===== src/sv/tlv_eeprom_ddr_size_parser_macros.svh =====
`ifndef TLV_EEPROM_DDR_SIZE_PARSER_MACROS_SVH
`define TLV_EEPROM_DDR_SIZE_PARSER_MACROS_SVH

// Same-cycle implication, checked at every rising edge outside reset.
`define TLVDDR_ASSERT_NOW(label, clk, rst, ante, cons, msg) \
   label: assert property (@(posedge clk) disable iff (rst) (ante) |-> (cons)) \
      else $error(msg);

// Next-cycle implication, checked at every rising edge outside reset.
`define TLVDDR_ASSERT_NEXT(label, clk, rst, ante, cons, msg) \
   label: assert property (@(posedge clk) disable iff (rst) (ante) |=> (cons)) \
      else $error(msg);

`endif


===== src/sv/tlvddr_pkg.sv =====
package tlvddr_pkg;

   localparam int EEPROM_BYTES = 256;
   localparam int PART_MAX     = 32;
   localparam int HDR_LEN      = 11;
   localparam int SKU_POS      = 10;
   localparam int SKU_MIN      = 14;

   localparam int DATA_W = 8;
   localparam int CODE_W = 3;
   localparam int STAT_W = 3;

   localparam int LIMIT  = EEPROM_BYTES - HDR_LEN;
   localparam int IDX_W  = $clog2(EEPROM_BYTES);
   localparam int LEN_W  = $clog2(LIMIT + 1);
   localparam int OFS_W  = $clog2(LIMIT + 256);
   localparam int PLEN_W = $clog2(PART_MAX + 1);

   localparam int QUEUE_DEPTH = 4;
   localparam int QPTR_W      = $clog2(QUEUE_DEPTH);
   localparam int QCNT_W      = $clog2(QUEUE_DEPTH + 1);

   localparam logic [DATA_W-1:0] TLV_VERSION = 8'h01;
   localparam logic [DATA_W-1:0] TYPE_PART   = 8'h22;

   typedef enum logic [CODE_W-1:0] {
      CODE_8GB = 3'd0,
      CODE_4GB = 3'd1,
      CODE_3GB = 3'd2,
      CODE_2GB = 3'd3,
      CODE_1GB = 3'd4
   } code_type;

   typedef enum logic [STAT_W-1:0] {
      ST_OK         = 3'd0,
      ST_READ_ERR   = 3'd1,
      ST_BAD_HEADER = 3'd2,
      ST_NO_PART    = 3'd3,
      ST_NO_SKU     = 3'd4,
      ST_BAD_CODE   = 3'd5,
      ST_STREAM_END = 3'd6
   } status_type;

   typedef struct packed {
      logic [DATA_W-1:0] data_byte;
      logic              read_error;
      logic              first;
      logic              last;
      logic              is_part_type;
      logic              is_zero;
      logic              is_version;
      logic              over_limit;
      logic              over_part;
   } word_type;

   typedef struct packed {
      logic full;
      logic empty;
   } q_status_type;

endpackage


===== src/sv/tlvddr_if.sv =====
interface tlvddr_req_if;
   logic                            valid;
   logic                            ready;
   logic [tlvddr_pkg::DATA_W-1:0]   data_byte;
   logic                            read_error;
   logic                            first;
   logic                            last;

   modport source(output valid, data_byte, read_error, first, last, input ready);
   modport sink(input valid, data_byte, read_error, first, last, output ready);
endinterface

interface tlvddr_rsp_if;
   logic                            valid;
   logic                            ready;
   logic [tlvddr_pkg::CODE_W-1:0]   ddr_code;
   logic [tlvddr_pkg::STAT_W-1:0]   status;

   modport source(output valid, ddr_code, status, input ready);
   modport sink(input valid, ddr_code, status, output ready);
endinterface


===== src/sv/tlv_eeprom_ddr_size_parser.sv =====
// A result is registered on rsp_ch when the parser pops the queued word that settles it.
// Throughput: one word per cycle; the parser retires one each cycle unless rsp_ch stalls.
// A four-entry queue keeps accepting up to four words while a result waits to be taken.
// Reset is synchronous and active high; it empties the queue and returns the parser
// to the header state with no result pending.
`include "tlv_eeprom_ddr_size_parser_macros.svh"

module tlv_eeprom_ddr_size_parser (
   input  logic          clock,
   input  logic          reset,
   tlvddr_req_if.sink    req_ch,
   tlvddr_rsp_if.source  rsp_ch
);

   tlvddr_pkg::q_status_type  q_stat;
   tlvddr_pkg::word_type      push_word;
   tlvddr_pkg::word_type      head_word;
   logic                      push;
   logic                      pop;

   tlvddr_front u_front (
      .req_ch (req_ch),
      .q_stat (q_stat),
      .push   (push),
      .word   (push_word)
   );

   tlvddr_queue u_queue (
      .clock    (clock),
      .reset    (reset),
      .push     (push),
      .word_in  (push_word),
      .pop      (pop),
      .word_out (head_word),
      .q_stat   (q_stat)
   );

   tlvddr_back u_back (
      .clock  (clock),
      .reset  (reset),
      .word   (head_word),
      .q_stat (q_stat),
      .pop    (pop),
      .rsp_ch (rsp_ch)
   );

   `TLVDDR_ASSERT_NOW(a_pop_not_empty, clock, reset, pop, !q_stat.empty, "pop from empty queue")
   `TLVDDR_ASSERT_NOW(a_no_pop_on_stall, clock, reset, rsp_ch.valid && !rsp_ch.ready, !pop, "pop while result stalled")
   `TLVDDR_ASSERT_NOW(a_fallback_code, clock, reset, rsp_ch.valid && rsp_ch.status != tlvddr_pkg::ST_OK, rsp_ch.ddr_code == tlvddr_pkg::CODE_8GB, "failure without 8GB fallback")
   `TLVDDR_ASSERT_NEXT(a_push_fills, clock, reset, push && !pop, !q_stat.empty, "queued word lost")

endmodule


===== src/sv/tlvddr_front.sv =====
module tlvddr_front (
   tlvddr_req_if.sink                req_ch,
   input  tlvddr_pkg::q_status_type  q_stat,
   output logic                      push,
   output tlvddr_pkg::word_type      word
);

   assign req_ch.ready = !q_stat.full;
   assign push         = req_ch.valid && req_ch.ready;

   always_comb begin
      word.data_byte    = req_ch.data_byte;
      word.read_error   = req_ch.read_error;
      word.first        = req_ch.first;
      word.last         = req_ch.last;
      word.is_part_type = (req_ch.data_byte == tlvddr_pkg::TYPE_PART);
      word.is_zero      = (req_ch.data_byte == '0);
      word.is_version   = (req_ch.data_byte == tlvddr_pkg::TLV_VERSION);
      word.over_limit   = (req_ch.data_byte >
                           tlvddr_pkg::DATA_W'(tlvddr_pkg::LIMIT));
      word.over_part    = (req_ch.data_byte >
                           tlvddr_pkg::DATA_W'(tlvddr_pkg::PART_MAX));
   end

endmodule


===== src/sv/tlvddr_queue.sv =====
module tlvddr_queue (
   input  logic                      clock,
   input  logic                      reset,
   input  logic                      push,
   input  tlvddr_pkg::word_type      word_in,
   input  logic                      pop,
   output tlvddr_pkg::word_type      word_out,
   output tlvddr_pkg::q_status_type  q_stat
);

   tlvddr_pkg::word_type               mem_ff [tlvddr_pkg::QUEUE_DEPTH];
   logic [tlvddr_pkg::QPTR_W-1:0]      wr_ptr_ff, wr_ptr_in;
   logic [tlvddr_pkg::QPTR_W-1:0]      rd_ptr_ff, rd_ptr_in;
   logic [tlvddr_pkg::QCNT_W-1:0]      count_ff, count_in;

   assign word_out     = mem_ff[rd_ptr_ff];
   assign q_stat.full  = (count_ff == tlvddr_pkg::QCNT_W'(tlvddr_pkg::QUEUE_DEPTH));
   assign q_stat.empty = (count_ff == '0);

   always_comb begin
      wr_ptr_in = push ? wr_ptr_ff + 1'b1 : wr_ptr_ff;
      rd_ptr_in = pop ? rd_ptr_ff + 1'b1 : rd_ptr_ff;
      case ({push, pop})
         2'b10:   count_in = count_ff + 1'b1;
         2'b01:   count_in = count_ff - 1'b1;
         default: count_in = count_ff;
      endcase
   end

   always_ff @(posedge clock) begin
      if (push) begin
         mem_ff[wr_ptr_ff] <= word_in;
      end
   end

   always_ff @(posedge clock) begin
      if (reset) begin
         wr_ptr_ff <= '0;
         rd_ptr_ff <= '0;
         count_ff  <= '0;
      end else begin
         wr_ptr_ff <= wr_ptr_in;
         rd_ptr_ff <= rd_ptr_in;
         count_ff  <= count_in;
      end
   end

endmodule


===== src/sv/tlvddr_back.sv =====
module tlvddr_back (
   input  logic                      clock,
   input  logic                      reset,
   input  tlvddr_pkg::word_type      word,
   input  tlvddr_pkg::q_status_type  q_stat,
   output logic                      pop,
   tlvddr_rsp_if.source              rsp_ch
);

   typedef enum logic [2:0] {
      PH_HEADER,
      PH_TYPE,
      PH_LEN_OTHER,
      PH_LEN_PART,
      PH_SKIP,
      PH_PART,
      PH_DONE
   } phase_type;

   localparam logic [7:0] CH_D    = 8'h44;
   localparam logic [7:0] CH_G    = 8'h47;
   localparam logic [7:0] CH_ZERO = 8'h30;
   localparam logic [7:0] CH_ONE  = 8'h31;
   localparam logic [7:0] CH_TWO  = 8'h32;
   localparam logic [7:0] CH_THREE = 8'h33;
   localparam logic [7:0] CH_FOUR = 8'h34;
   localparam logic [7:0] CH_EIGHT = 8'h38;

   localparam int SUM_W = tlvddr_pkg::OFS_W + 1;

   function automatic logic [7:0] magic_byte(input logic [2:0] pos);
      logic [7:0] ch;
      case (pos)
         3'd0:    ch = 8'h54;
         3'd1:    ch = 8'h6C;
         3'd2:    ch = 8'h76;
         3'd3:    ch = 8'h49;
         3'd4:    ch = 8'h6E;
         3'd5:    ch = 8'h66;
         3'd6:    ch = 8'h6F;
         default: ch = 8'h00;
      endcase
      return ch;
   endfunction

   phase_type                          phase_ff, phase_in;
   logic [tlvddr_pkg::IDX_W-1:0]       byte_index_ff, byte_index_in;
   logic [tlvddr_pkg::LEN_W-1:0]       total_length_ff, total_length_in;
   logic [tlvddr_pkg::OFS_W-1:0]       record_offset_ff, record_offset_in;
   logic [7:0]                         skip_remaining_ff, skip_remaining_in;
   logic [tlvddr_pkg::PLEN_W-1:0]      part_length_ff, part_length_in;
   logic [tlvddr_pkg::PLEN_W-1:0]      part_count_ff, part_count_in;
   logic [31:0]                        sku_chars_ff, sku_chars_in;
   logic                               header_ok_ff, header_ok_in;
   logic                               rsp_valid_ff, rsp_valid_in;
   tlvddr_pkg::code_type               rsp_code_ff, rsp_code_in;
   tlvddr_pkg::status_type             rsp_status_ff, rsp_status_in;

   logic                               live;
   logic                               settle;
   logic                               do_decode;
   tlvddr_pkg::code_type               res_code;
   tlvddr_pkg::status_type             res_status;
   logic [SUM_W-1:0]                   ofs_sum;
   logic [1:0]                         sku_slot;

   assign pop = !q_stat.empty && (!rsp_valid_ff || rsp_ch.ready);

   assign rsp_ch.valid    = rsp_valid_ff;
   assign rsp_ch.ddr_code = rsp_code_ff;
   assign rsp_ch.status   = rsp_status_ff;

   always_comb begin
      phase_in          = phase_ff;
      byte_index_in     = byte_index_ff;
      total_length_in   = total_length_ff;
      record_offset_in  = record_offset_ff;
      skip_remaining_in = skip_remaining_ff;
      part_length_in    = part_length_ff;
      part_count_in     = part_count_ff;
      sku_chars_in      = sku_chars_ff;
      header_ok_in      = header_ok_ff;
      live              = 1'b0;
      settle            = 1'b0;
      do_decode         = 1'b0;
      res_code          = tlvddr_pkg::CODE_8GB;
      res_status        = tlvddr_pkg::ST_OK;
      ofs_sum           = '0;
      sku_slot          = '0;

      if (pop) begin
         if (word.first) begin
            phase_in          = PH_HEADER;
            byte_index_in     = '0;
            total_length_in   = '0;
            record_offset_in  = '0;
            skip_remaining_in = '0;
            part_length_in    = '0;
            part_count_in     = '0;
            sku_chars_in      = '0;
            header_ok_in      = 1'b1;
         end
         live = (phase_in != PH_DONE);

         case (phase_in)
            PH_HEADER: begin
               if (word.read_error) begin
                  settle     = 1'b1;
                  res_status = tlvddr_pkg::ST_READ_ERR;
               end else if (byte_index_in < tlvddr_pkg::IDX_W'(8)) begin
                  if (word.data_byte != magic_byte(byte_index_in[2:0])) begin
                     header_ok_in = 1'b0;
                  end
               end else if (byte_index_in == tlvddr_pkg::IDX_W'(8)) begin
                  if (!word.is_version) begin
                     header_ok_in = 1'b0;
                  end
               end else if (byte_index_in == tlvddr_pkg::IDX_W'(9)) begin
                  total_length_in = tlvddr_pkg::LEN_W'(!word.is_zero);
               end else begin
                  if (total_length_in != '0 || word.over_limit) begin
                     total_length_in = tlvddr_pkg::LEN_W'(tlvddr_pkg::LIMIT);
                  end else begin
                     total_length_in = word.data_byte[tlvddr_pkg::LEN_W-1:0];
                  end
                  record_offset_in = '0;
                  if (!header_ok_in) begin
                     settle     = 1'b1;
                     res_status = tlvddr_pkg::ST_BAD_HEADER;
                  end else if (total_length_in < tlvddr_pkg::LEN_W'(2)) begin
                     settle     = 1'b1;
                     res_status = tlvddr_pkg::ST_NO_PART;
                  end else begin
                     phase_in = PH_TYPE;
                  end
               end
            end
            PH_TYPE: begin
               if (word.read_error) begin
                  settle     = 1'b1;
                  res_status = tlvddr_pkg::ST_READ_ERR;
               end else begin
                  phase_in = word.is_part_type ? PH_LEN_PART : PH_LEN_OTHER;
               end
            end
            PH_LEN_OTHER: begin
               if (word.read_error) begin
                  settle     = 1'b1;
                  res_status = tlvddr_pkg::ST_READ_ERR;
               end else begin
                  ofs_sum = SUM_W'(record_offset_in) + SUM_W'(word.data_byte)
                            + SUM_W'(2);
                  record_offset_in = ofs_sum[tlvddr_pkg::OFS_W-1:0];
                  if (ofs_sum + SUM_W'(2) > SUM_W'(total_length_in)) begin
                     settle     = 1'b1;
                     res_status = tlvddr_pkg::ST_NO_PART;
                  end else if (word.is_zero) begin
                     phase_in = PH_TYPE;
                  end else begin
                     skip_remaining_in = word.data_byte;
                     phase_in          = PH_SKIP;
                  end
               end
            end
            PH_SKIP: begin
               skip_remaining_in = skip_remaining_in - 1'b1;
               if (skip_remaining_in == '0) begin
                  phase_in = PH_TYPE;
               end
            end
            PH_LEN_PART: begin
               if (word.read_error) begin
                  settle     = 1'b1;
                  res_status = tlvddr_pkg::ST_READ_ERR;
               end else begin
                  if (word.over_part) begin
                     part_length_in = tlvddr_pkg::PLEN_W'(tlvddr_pkg::PART_MAX);
                  end else begin
                     part_length_in = word.data_byte[tlvddr_pkg::PLEN_W-1:0];
                  end
                  part_count_in = '0;
                  sku_chars_in  = '0;
                  if (word.is_zero) begin
                     do_decode = 1'b1;
                  end else begin
                     phase_in = PH_PART;
                  end
               end
            end
            PH_PART: begin
               if (word.read_error) begin
                  settle     = 1'b1;
                  res_status = tlvddr_pkg::ST_READ_ERR;
               end else begin
                  if (part_count_in >= tlvddr_pkg::PLEN_W'(tlvddr_pkg::SKU_POS) &&
                      part_count_in < tlvddr_pkg::PLEN_W'(tlvddr_pkg::SKU_POS + 4)) begin
                     sku_slot = 2'(part_count_in -
                                   tlvddr_pkg::PLEN_W'(tlvddr_pkg::SKU_POS));
                     sku_chars_in[{~sku_slot, 3'b000} +: 8] = word.data_byte;
                  end
                  part_count_in = part_count_in + 1'b1;
                  if (part_count_in == part_length_in) begin
                     do_decode = 1'b1;
                  end
               end
            end
            default: begin
            end
         endcase

         if (do_decode) begin
            settle = 1'b1;
            if (part_length_in < tlvddr_pkg::PLEN_W'(tlvddr_pkg::SKU_MIN) ||
                sku_chars_in[31:24] != CH_D || sku_chars_in[7:0] != CH_G) begin
               res_status = tlvddr_pkg::ST_NO_SKU;
            end else if (sku_chars_in[23:16] != CH_ZERO) begin
               res_status = tlvddr_pkg::ST_BAD_CODE;
            end else begin
               case (sku_chars_in[15:8])
                  CH_EIGHT: res_code = tlvddr_pkg::CODE_8GB;
                  CH_FOUR:  res_code = tlvddr_pkg::CODE_4GB;
                  CH_THREE: res_code = tlvddr_pkg::CODE_3GB;
                  CH_TWO:   res_code = tlvddr_pkg::CODE_2GB;
                  CH_ONE:   res_code = tlvddr_pkg::CODE_1GB;
                  default:  res_status = tlvddr_pkg::ST_BAD_CODE;
               endcase
            end
         end

         if (live && !settle) begin
            if (word.last ||
                byte_index_in == tlvddr_pkg::IDX_W'(tlvddr_pkg::EEPROM_BYTES - 1)) begin
               settle     = 1'b1;
               res_status = tlvddr_pkg::ST_STREAM_END;
            end
            byte_index_in = byte_index_in + 1'b1;
         end

         if (settle) begin
            phase_in = PH_DONE;
         end
      end

      if (pop && settle) begin
         rsp_valid_in  = 1'b1;
         rsp_code_in   = res_code;
         rsp_status_in = res_status;
      end else begin
         rsp_valid_in  = rsp_valid_ff && !rsp_ch.ready;
         rsp_code_in   = rsp_code_ff;
         rsp_status_in = rsp_status_ff;
      end
   end

   always_ff @(posedge clock) begin
      if (reset) begin
         phase_ff          <= PH_HEADER;
         byte_index_ff     <= '0;
         total_length_ff   <= '0;
         record_offset_ff  <= '0;
         skip_remaining_ff <= '0;
         part_length_ff    <= '0;
         part_count_ff     <= '0;
         sku_chars_ff      <= '0;
         header_ok_ff      <= 1'b1;
         rsp_valid_ff      <= 1'b0;
      end else begin
         phase_ff          <= phase_in;
         byte_index_ff     <= byte_index_in;
         total_length_ff   <= total_length_in;
         record_offset_ff  <= record_offset_in;
         skip_remaining_ff <= skip_remaining_in;
         part_length_ff    <= part_length_in;
         part_count_ff     <= part_count_in;
         sku_chars_ff      <= sku_chars_in;
         header_ok_ff      <= header_ok_in;
         rsp_valid_ff      <= rsp_valid_in;
      end
      rsp_code_ff   <= rsp_code_in;
      rsp_status_ff <= rsp_status_in;
   end

endmodule

===== src/flat_wrapper.sv =====
// flat-port wrapper written by rule: the top's interface ports become plain ports
module tlv_eeprom_ddr_size_parser_flat 
  (clock, reset, req_ch_valid, req_ch_data_byte, req_ch_read_error, req_ch_first, req_ch_last, req_ch_ready, rsp_ch_valid, rsp_ch_ddr_code, rsp_ch_status, rsp_ch_ready);
  tlvddr_req_if req_ch_i ();
  tlvddr_rsp_if rsp_ch_i ();
  input  logic clock;
  input  logic reset;
  input wire logic [$bits(req_ch_i.valid)-1:0] req_ch_valid;
  input wire logic [$bits(req_ch_i.data_byte)-1:0] req_ch_data_byte;
  input wire logic [$bits(req_ch_i.read_error)-1:0] req_ch_read_error;
  input wire logic [$bits(req_ch_i.first)-1:0] req_ch_first;
  input wire logic [$bits(req_ch_i.last)-1:0] req_ch_last;
  output wire logic [$bits(req_ch_i.ready)-1:0] req_ch_ready;
  output wire logic [$bits(rsp_ch_i.valid)-1:0] rsp_ch_valid;
  output wire logic [$bits(rsp_ch_i.ddr_code)-1:0] rsp_ch_ddr_code;
  output wire logic [$bits(rsp_ch_i.status)-1:0] rsp_ch_status;
  input wire logic [$bits(rsp_ch_i.ready)-1:0] rsp_ch_ready;
  assign req_ch_i.valid = req_ch_valid;
  assign req_ch_i.data_byte = req_ch_data_byte;
  assign req_ch_i.read_error = req_ch_read_error;
  assign req_ch_i.first = req_ch_first;
  assign req_ch_i.last = req_ch_last;
  assign req_ch_ready = req_ch_i.ready;
  assign rsp_ch_valid = rsp_ch_i.valid;
  assign rsp_ch_ddr_code = rsp_ch_i.ddr_code;
  assign rsp_ch_status = rsp_ch_i.status;
  assign rsp_ch_i.ready = rsp_ch_ready;
  tlv_eeprom_ddr_size_parser u_core (.clock(clock), .reset(reset), .req_ch(req_ch_i), .rsp_ch(rsp_ch_i));
endmodule

===== config.mk =====
export PLATFORM = sky130hd
export DESIGN_NAME = tlv_eeprom_ddr_size_parser_flat
export DESIGN_NICKNAME = d
export VERILOG_FILES = /design/src/sv/tlvddr_pkg.sv /design/src/sv/tlvddr_if.sv /design/src/sv/tlv_eeprom_ddr_size_parser.sv /design/src/sv/tlvddr_front.sv /design/src/sv/tlvddr_queue.sv /design/src/sv/tlvddr_back.sv /design/src/flat_wrapper.sv
export VERILOG_INCLUDE_DIRS = /design/src /design/src/sv
export SDC_FILE = /design/constraint.sdc
export NUM_CORES = 1
export LEC_CHECK = 0
export ABC_AREA = 1
export BUFFER_PORTS_ARGS = -buffer_cell sky130_fd_sc_hd__buf_2
export CAP_MARGIN = 20
export CORE_ASPECT_RATIO = 0.75
export CORE_UTILIZATION = 25
export CTS_CLUSTER_DIAMETER = 80
export CTS_CLUSTER_SIZE = 40
export DETAILED_ROUTE_END_ITERATION = 6
export SETUP_SLACK_MARGIN = 0.15
export SYNTH_ARGS = -nofsm -noshare
export SYNTH_HDL_FRONTEND = slang
export SYNTH_SLANG_ARGS = --single-unit
export TNS_END_PERCENT = 20

===== constraint.sdc =====
create_clock -name clock -period 11 [get_ports clock]
set_input_delay 1.1 -clock clock [delete_from_list [all_inputs] [get_ports clock]]
set_output_delay 1.1 -clock clock [all_outputs]
set_load 0.05 [all_outputs]

==> results by group <==
Status
  – Outcome: finished clean

Finish
  – N_diodes: 0
  – Final nets: approximately 1600
  – Layout area overhead: 11.1%
  – Post-Layout Inst Area: 0.0119 mm^2
  – Ratio of cells with drive above 1 in the final layout: 8.19%
  – Most frequent cells in the layout: nand2_1 (335), inv_1 (214), nor2_1 (193)
  – Final cell count without fillers: 2096
  – Most common cell after layout, fill and taps aside: nand2_1

Min path
  – Endpoint, Worst Hold: u_core.u_back.record_offset_ff[5]$_SDFFE_PP0P_
  – Hold Path Cell Cnt: 2
  – Hold Crit Start: u_core.u_back.record_offset_ff[5]$_SDFFE_PP0P_
  – Hold crit path type: register to register

STA
  – Hold_ws: between 0.4 and 0.5 ns
  – Achievable Freq: about 160 MHz
  – Period utilisation layout: 55.6%
  – Clk_skew: between 0.01 and 0.015 ns
  – Final Hold Fails: 0
  – Post-Route Setup TNS: 0 ns
  – Endpoints failing setup: 0
  – RSZ-0062 raised after global routing: false
  – Worst-margin pin slew: between 0.9 and 1 ns
  – PnR worst setup slack: 4.89 ns
  – Fin. max-slew vios: 0
  – Worst slew margin: approximately 39%
  – Final min period: 6.11 ns

Setup path
  – Crit start category: register
  – Most used cell, CP: nand2_1
  – R2r endpoint: u_core.u_back.rsp_ch.status[1]$_SDFFCE_PN0P_
  – Setup crit end kind: register
  – Worst Path Max Fanout: 55
  – R2R setup slack: about 4.9 ns
  – Max stage delay cell, worst path: nand2_4
  – CP peak stage delay: 0.58 ns
  – Worst Path Arrival: about 6.2 ns
  – FF-to-FF path depth: 30
  – Setup CP Type: register to register
  – CP required: 11.13 ns

Drt
  – Via count: between 9000 and 10000
  – 1st-pass router iterations: 6
  – WL per Instance: around 14 um
  – # DRC: 0
  – ANT nets after route: 0
  – Drt total wl: between 20 and 30 mm
  – Drt first-iter violations: just under 1000
  – Vias per cell: 4.72

Yosys
  – Post-synthesis cell type count: 54
  – Cell Area, Synth: 0.0107 mm^2
  – Syn Inst Count: approximately 1500
  – Sequential fraction of the synthesis area: approximately 37%
  – Post-Syn Nets: around 1600
  – YS warnings: 0
  – Syn Area/Cell: 7.03 um^2
  – Synthesized flop and latch total: 161

Global route
  – Vias in the first global route: ~9000
  – Largest net degree at the start of global routing: 66
  – Initial antenna violation count: 0
  – First-pass GRT wire length: about 47 mm
  – GRT Resource Usage Total: a little over an eighth
  – GRT overflow: 0

Placed design
  – Placed inst area: about 0.011 mm^2
  – GP Congestion: around 0.91
  – Post-DP HPWL: between 20 and 25 mm
  – Dpl ws: about 5.0 ns
  – PortBufs: 22
  – Cells after DPL: slightly above 2000

Flow run
  – Max Cap Viol: 0

Pwr
  – Part of the power in registers: 24.6%
  – Clk network pwr share: a little under a fifth
  – VDD IR-drop max: approximately 0.21 mV
  – Combinational share of power: a little under three fifths
  – PD cells: 283 mW/mm^2
  – Psw: approximately 0.0017 W
  – Static leakage: ~5.4 nW
  – Switching Fraction: 50.6%
  – Internal power: around 0.0017 W

Floorplan
  – Die footprint: between 0.04 and 0.05 mm^2
  – Core area: approximately 0.042 mm^2
  – Starting Density: roughly a quarter
  – Ports: 23
  – Core Rows: between 60 and 70
  – Die width: 241 um
  – Die height: 181 um

Clock network
  – Clock root cell: clkbuf_16
  – H-Tree Depth: 4
  – Post-cts sizing count: 0
  – Maximum clock path buffer count: 2
  – Cts hold-fix bufs: 0
  – CTS tree: built
  – Clk_lat worst skew: 0.44 ns
  – Post-CTS setup buffers: 0
  – CTS Buf Count: 17
  – Clock Pin Slew Worst Setup and Hold Paths: roughly 0.070 ns
  – Clock sink count: between 150 and 200
[cell type report]
| class | count | area [um^2] |
|---|---|---|
| clock inverters | 15 | 168 |
| fillers | 4629 | 30200 |
| repair buffers | 32 | 185 |
| well taps | 569 | 712 |
| flip-flops and latches | 161 | 3920 |
| multi-input cells | 1077 | 5610 |
| clock buffers | 17 | 425 |
| inverters | 225 | 851 |
[how the worst max path moves through the flow]
stage,endpoint,start,cells after the start
6_report,u_core.u_back.rsp_ch.status[1]$_SDFFCE_PN0P_,register,30
3_3_place_gp,u_core.u_back.rsp_ch.ddr_code[0]$_SDFFCE_PP0P_,register,29
2_1_floorplan,u_core.u_back.rsp_ch.ddr_code[0]$_SDFFCE_PP0P_,register,33
5_1_grt,u_core.u_back.rsp_ch.status[0]$_SDFFCE_PN0P_,register,30
3_5_place_dp,u_core.u_back.rsp_ch.ddr_code[2]$_SDFFCE_PP0P_,register,30
4_1_cts,u_core.u_back.rsp_ch.status[1]$_SDFFCE_PN0P_,register,30
[metal layers]
layer / global-route usage, % / vias up / part of all wire (%)
li1: - / 4995 / -
met4: 3.47 / 0 / 1.6
met5: 0 / - / 0
met3: 1.82 / 33 / 5.5
met1: 19.9 / 4555 / 50
met2: 20.6 / 306 / 43
[Yosys cell counts (all sizes together)]
master | number | share of area [%]
o21ai | 107 | 5.1
nand3b | 6 | 0.57
o211a | 1 | 0.094
o31ai | 1 | 0.070
buf | 27 | 1.9
a221oi | 16 | 1.3
nor4 | 5 | 0.29
nor2 | 209 | 8.1
a31oi | 11 | 0.70
clkinv | 3 | 0.12
clkbuf | 31 | 1.1
o211ai | 11 | 0.77
a211oi | 6 | 0.42
fa | 2 | 0.37
xor2 | 12 | 0.98
o22ai | 7 | 0.47
nand4 | 28 | 1.8
nand2 | 349 | 13
or2 | 1 | 0.059
a21oi | 96 | 4.6
edfxtp | 70 | 20
nand3 | 146 | 7.5
nor3 | 10 | 0.51
o221ai | 5 | 0.41
ha | 41 | 4.8
dfxtp | 91 | 17
o21a | 3 | 0.21
a32oi | 1 | 0.082
inv | 222 | 7.8
xnor2 | 3 | 0.25
[per-stage QoR]
stage / util (%) / power (W)
finish: 28.2 / 0.00336
global route: 28.2 / 0.00365
CTS: 28.2 / 0.00335
detailed placement: 26.8 / 0.00273
global placement: 26.8 / 0.00271
floorplan: - / 0.00231
[power by group through the flow]
stage | clock network, W | registers, W | logic [W]
after floorplan | 0 | 0.000859 | 0.00145
after global placement | 0 | 0.000838 | 0.00187
after detailed placement | 0 | 0.000841 | 0.00189
after CTS | 0.000624 | 0.000829 | 0.00190
after global routing | 0.000647 | 0.000841 | 0.00216
final | 0.000616 | 0.000827 | 0.00192
[state kept, by name, indices dropped and copies added, names as in the netlist, named ones only]
register	cells
u_core.u_back.byte_index_ff	8
u_core.u_back.header_ok_ff	1
u_core.u_back.part_count_ff	6
u_core.u_back.part_length_ff	6
u_core.u_back.phase_ff	3
u_core.u_back.record_offset_ff	9
u_core.u_back.rsp_ch.ddr_code	3
u_core.u_back.rsp_ch.status	3
u_core.u_back.rsp_ch.valid	1
u_core.u_back.skip_remaining_ff	8
u_core.u_back.sku_chars_ff	32
u_core.u_back.total_length_ff	8
u_core.u_queue.count_ff	3
u_core.u_queue.mem_ff	64
u_core.u_queue.rd_ptr_ff	2
u_core.u_queue.wr_ptr_ff	2
[worst max-delay path: cells and delay by family, from the launching register on]
kind	cells	cell delay (ns)
compound gates	1	0.19
xor+xnor	1	0.19
fa+ha+maj	5	1.60
buf+inv	7	0.99
flops	1	0.31
simple gates	16	2.49
[logic make-up (layout without fill, tap and decap cells)]
| kind of cell | after synthesis | count (layout) | synth area share (%) |
|---|---|---|---|
| xor+xnor | 15 | 15 | 1.23 |
| buf+inv | 283 | 289 | 11.0 |
| compound gates | 265 | 265 | 14.2 |
| simple gates | 754 | 754 | 31.7 |
| flops | 161 | 161 | 36.7 |
| fa+ha+maj | 43 | 43 | 5.17 |
No activity file was read; power rests on OpenSTA's default activity.
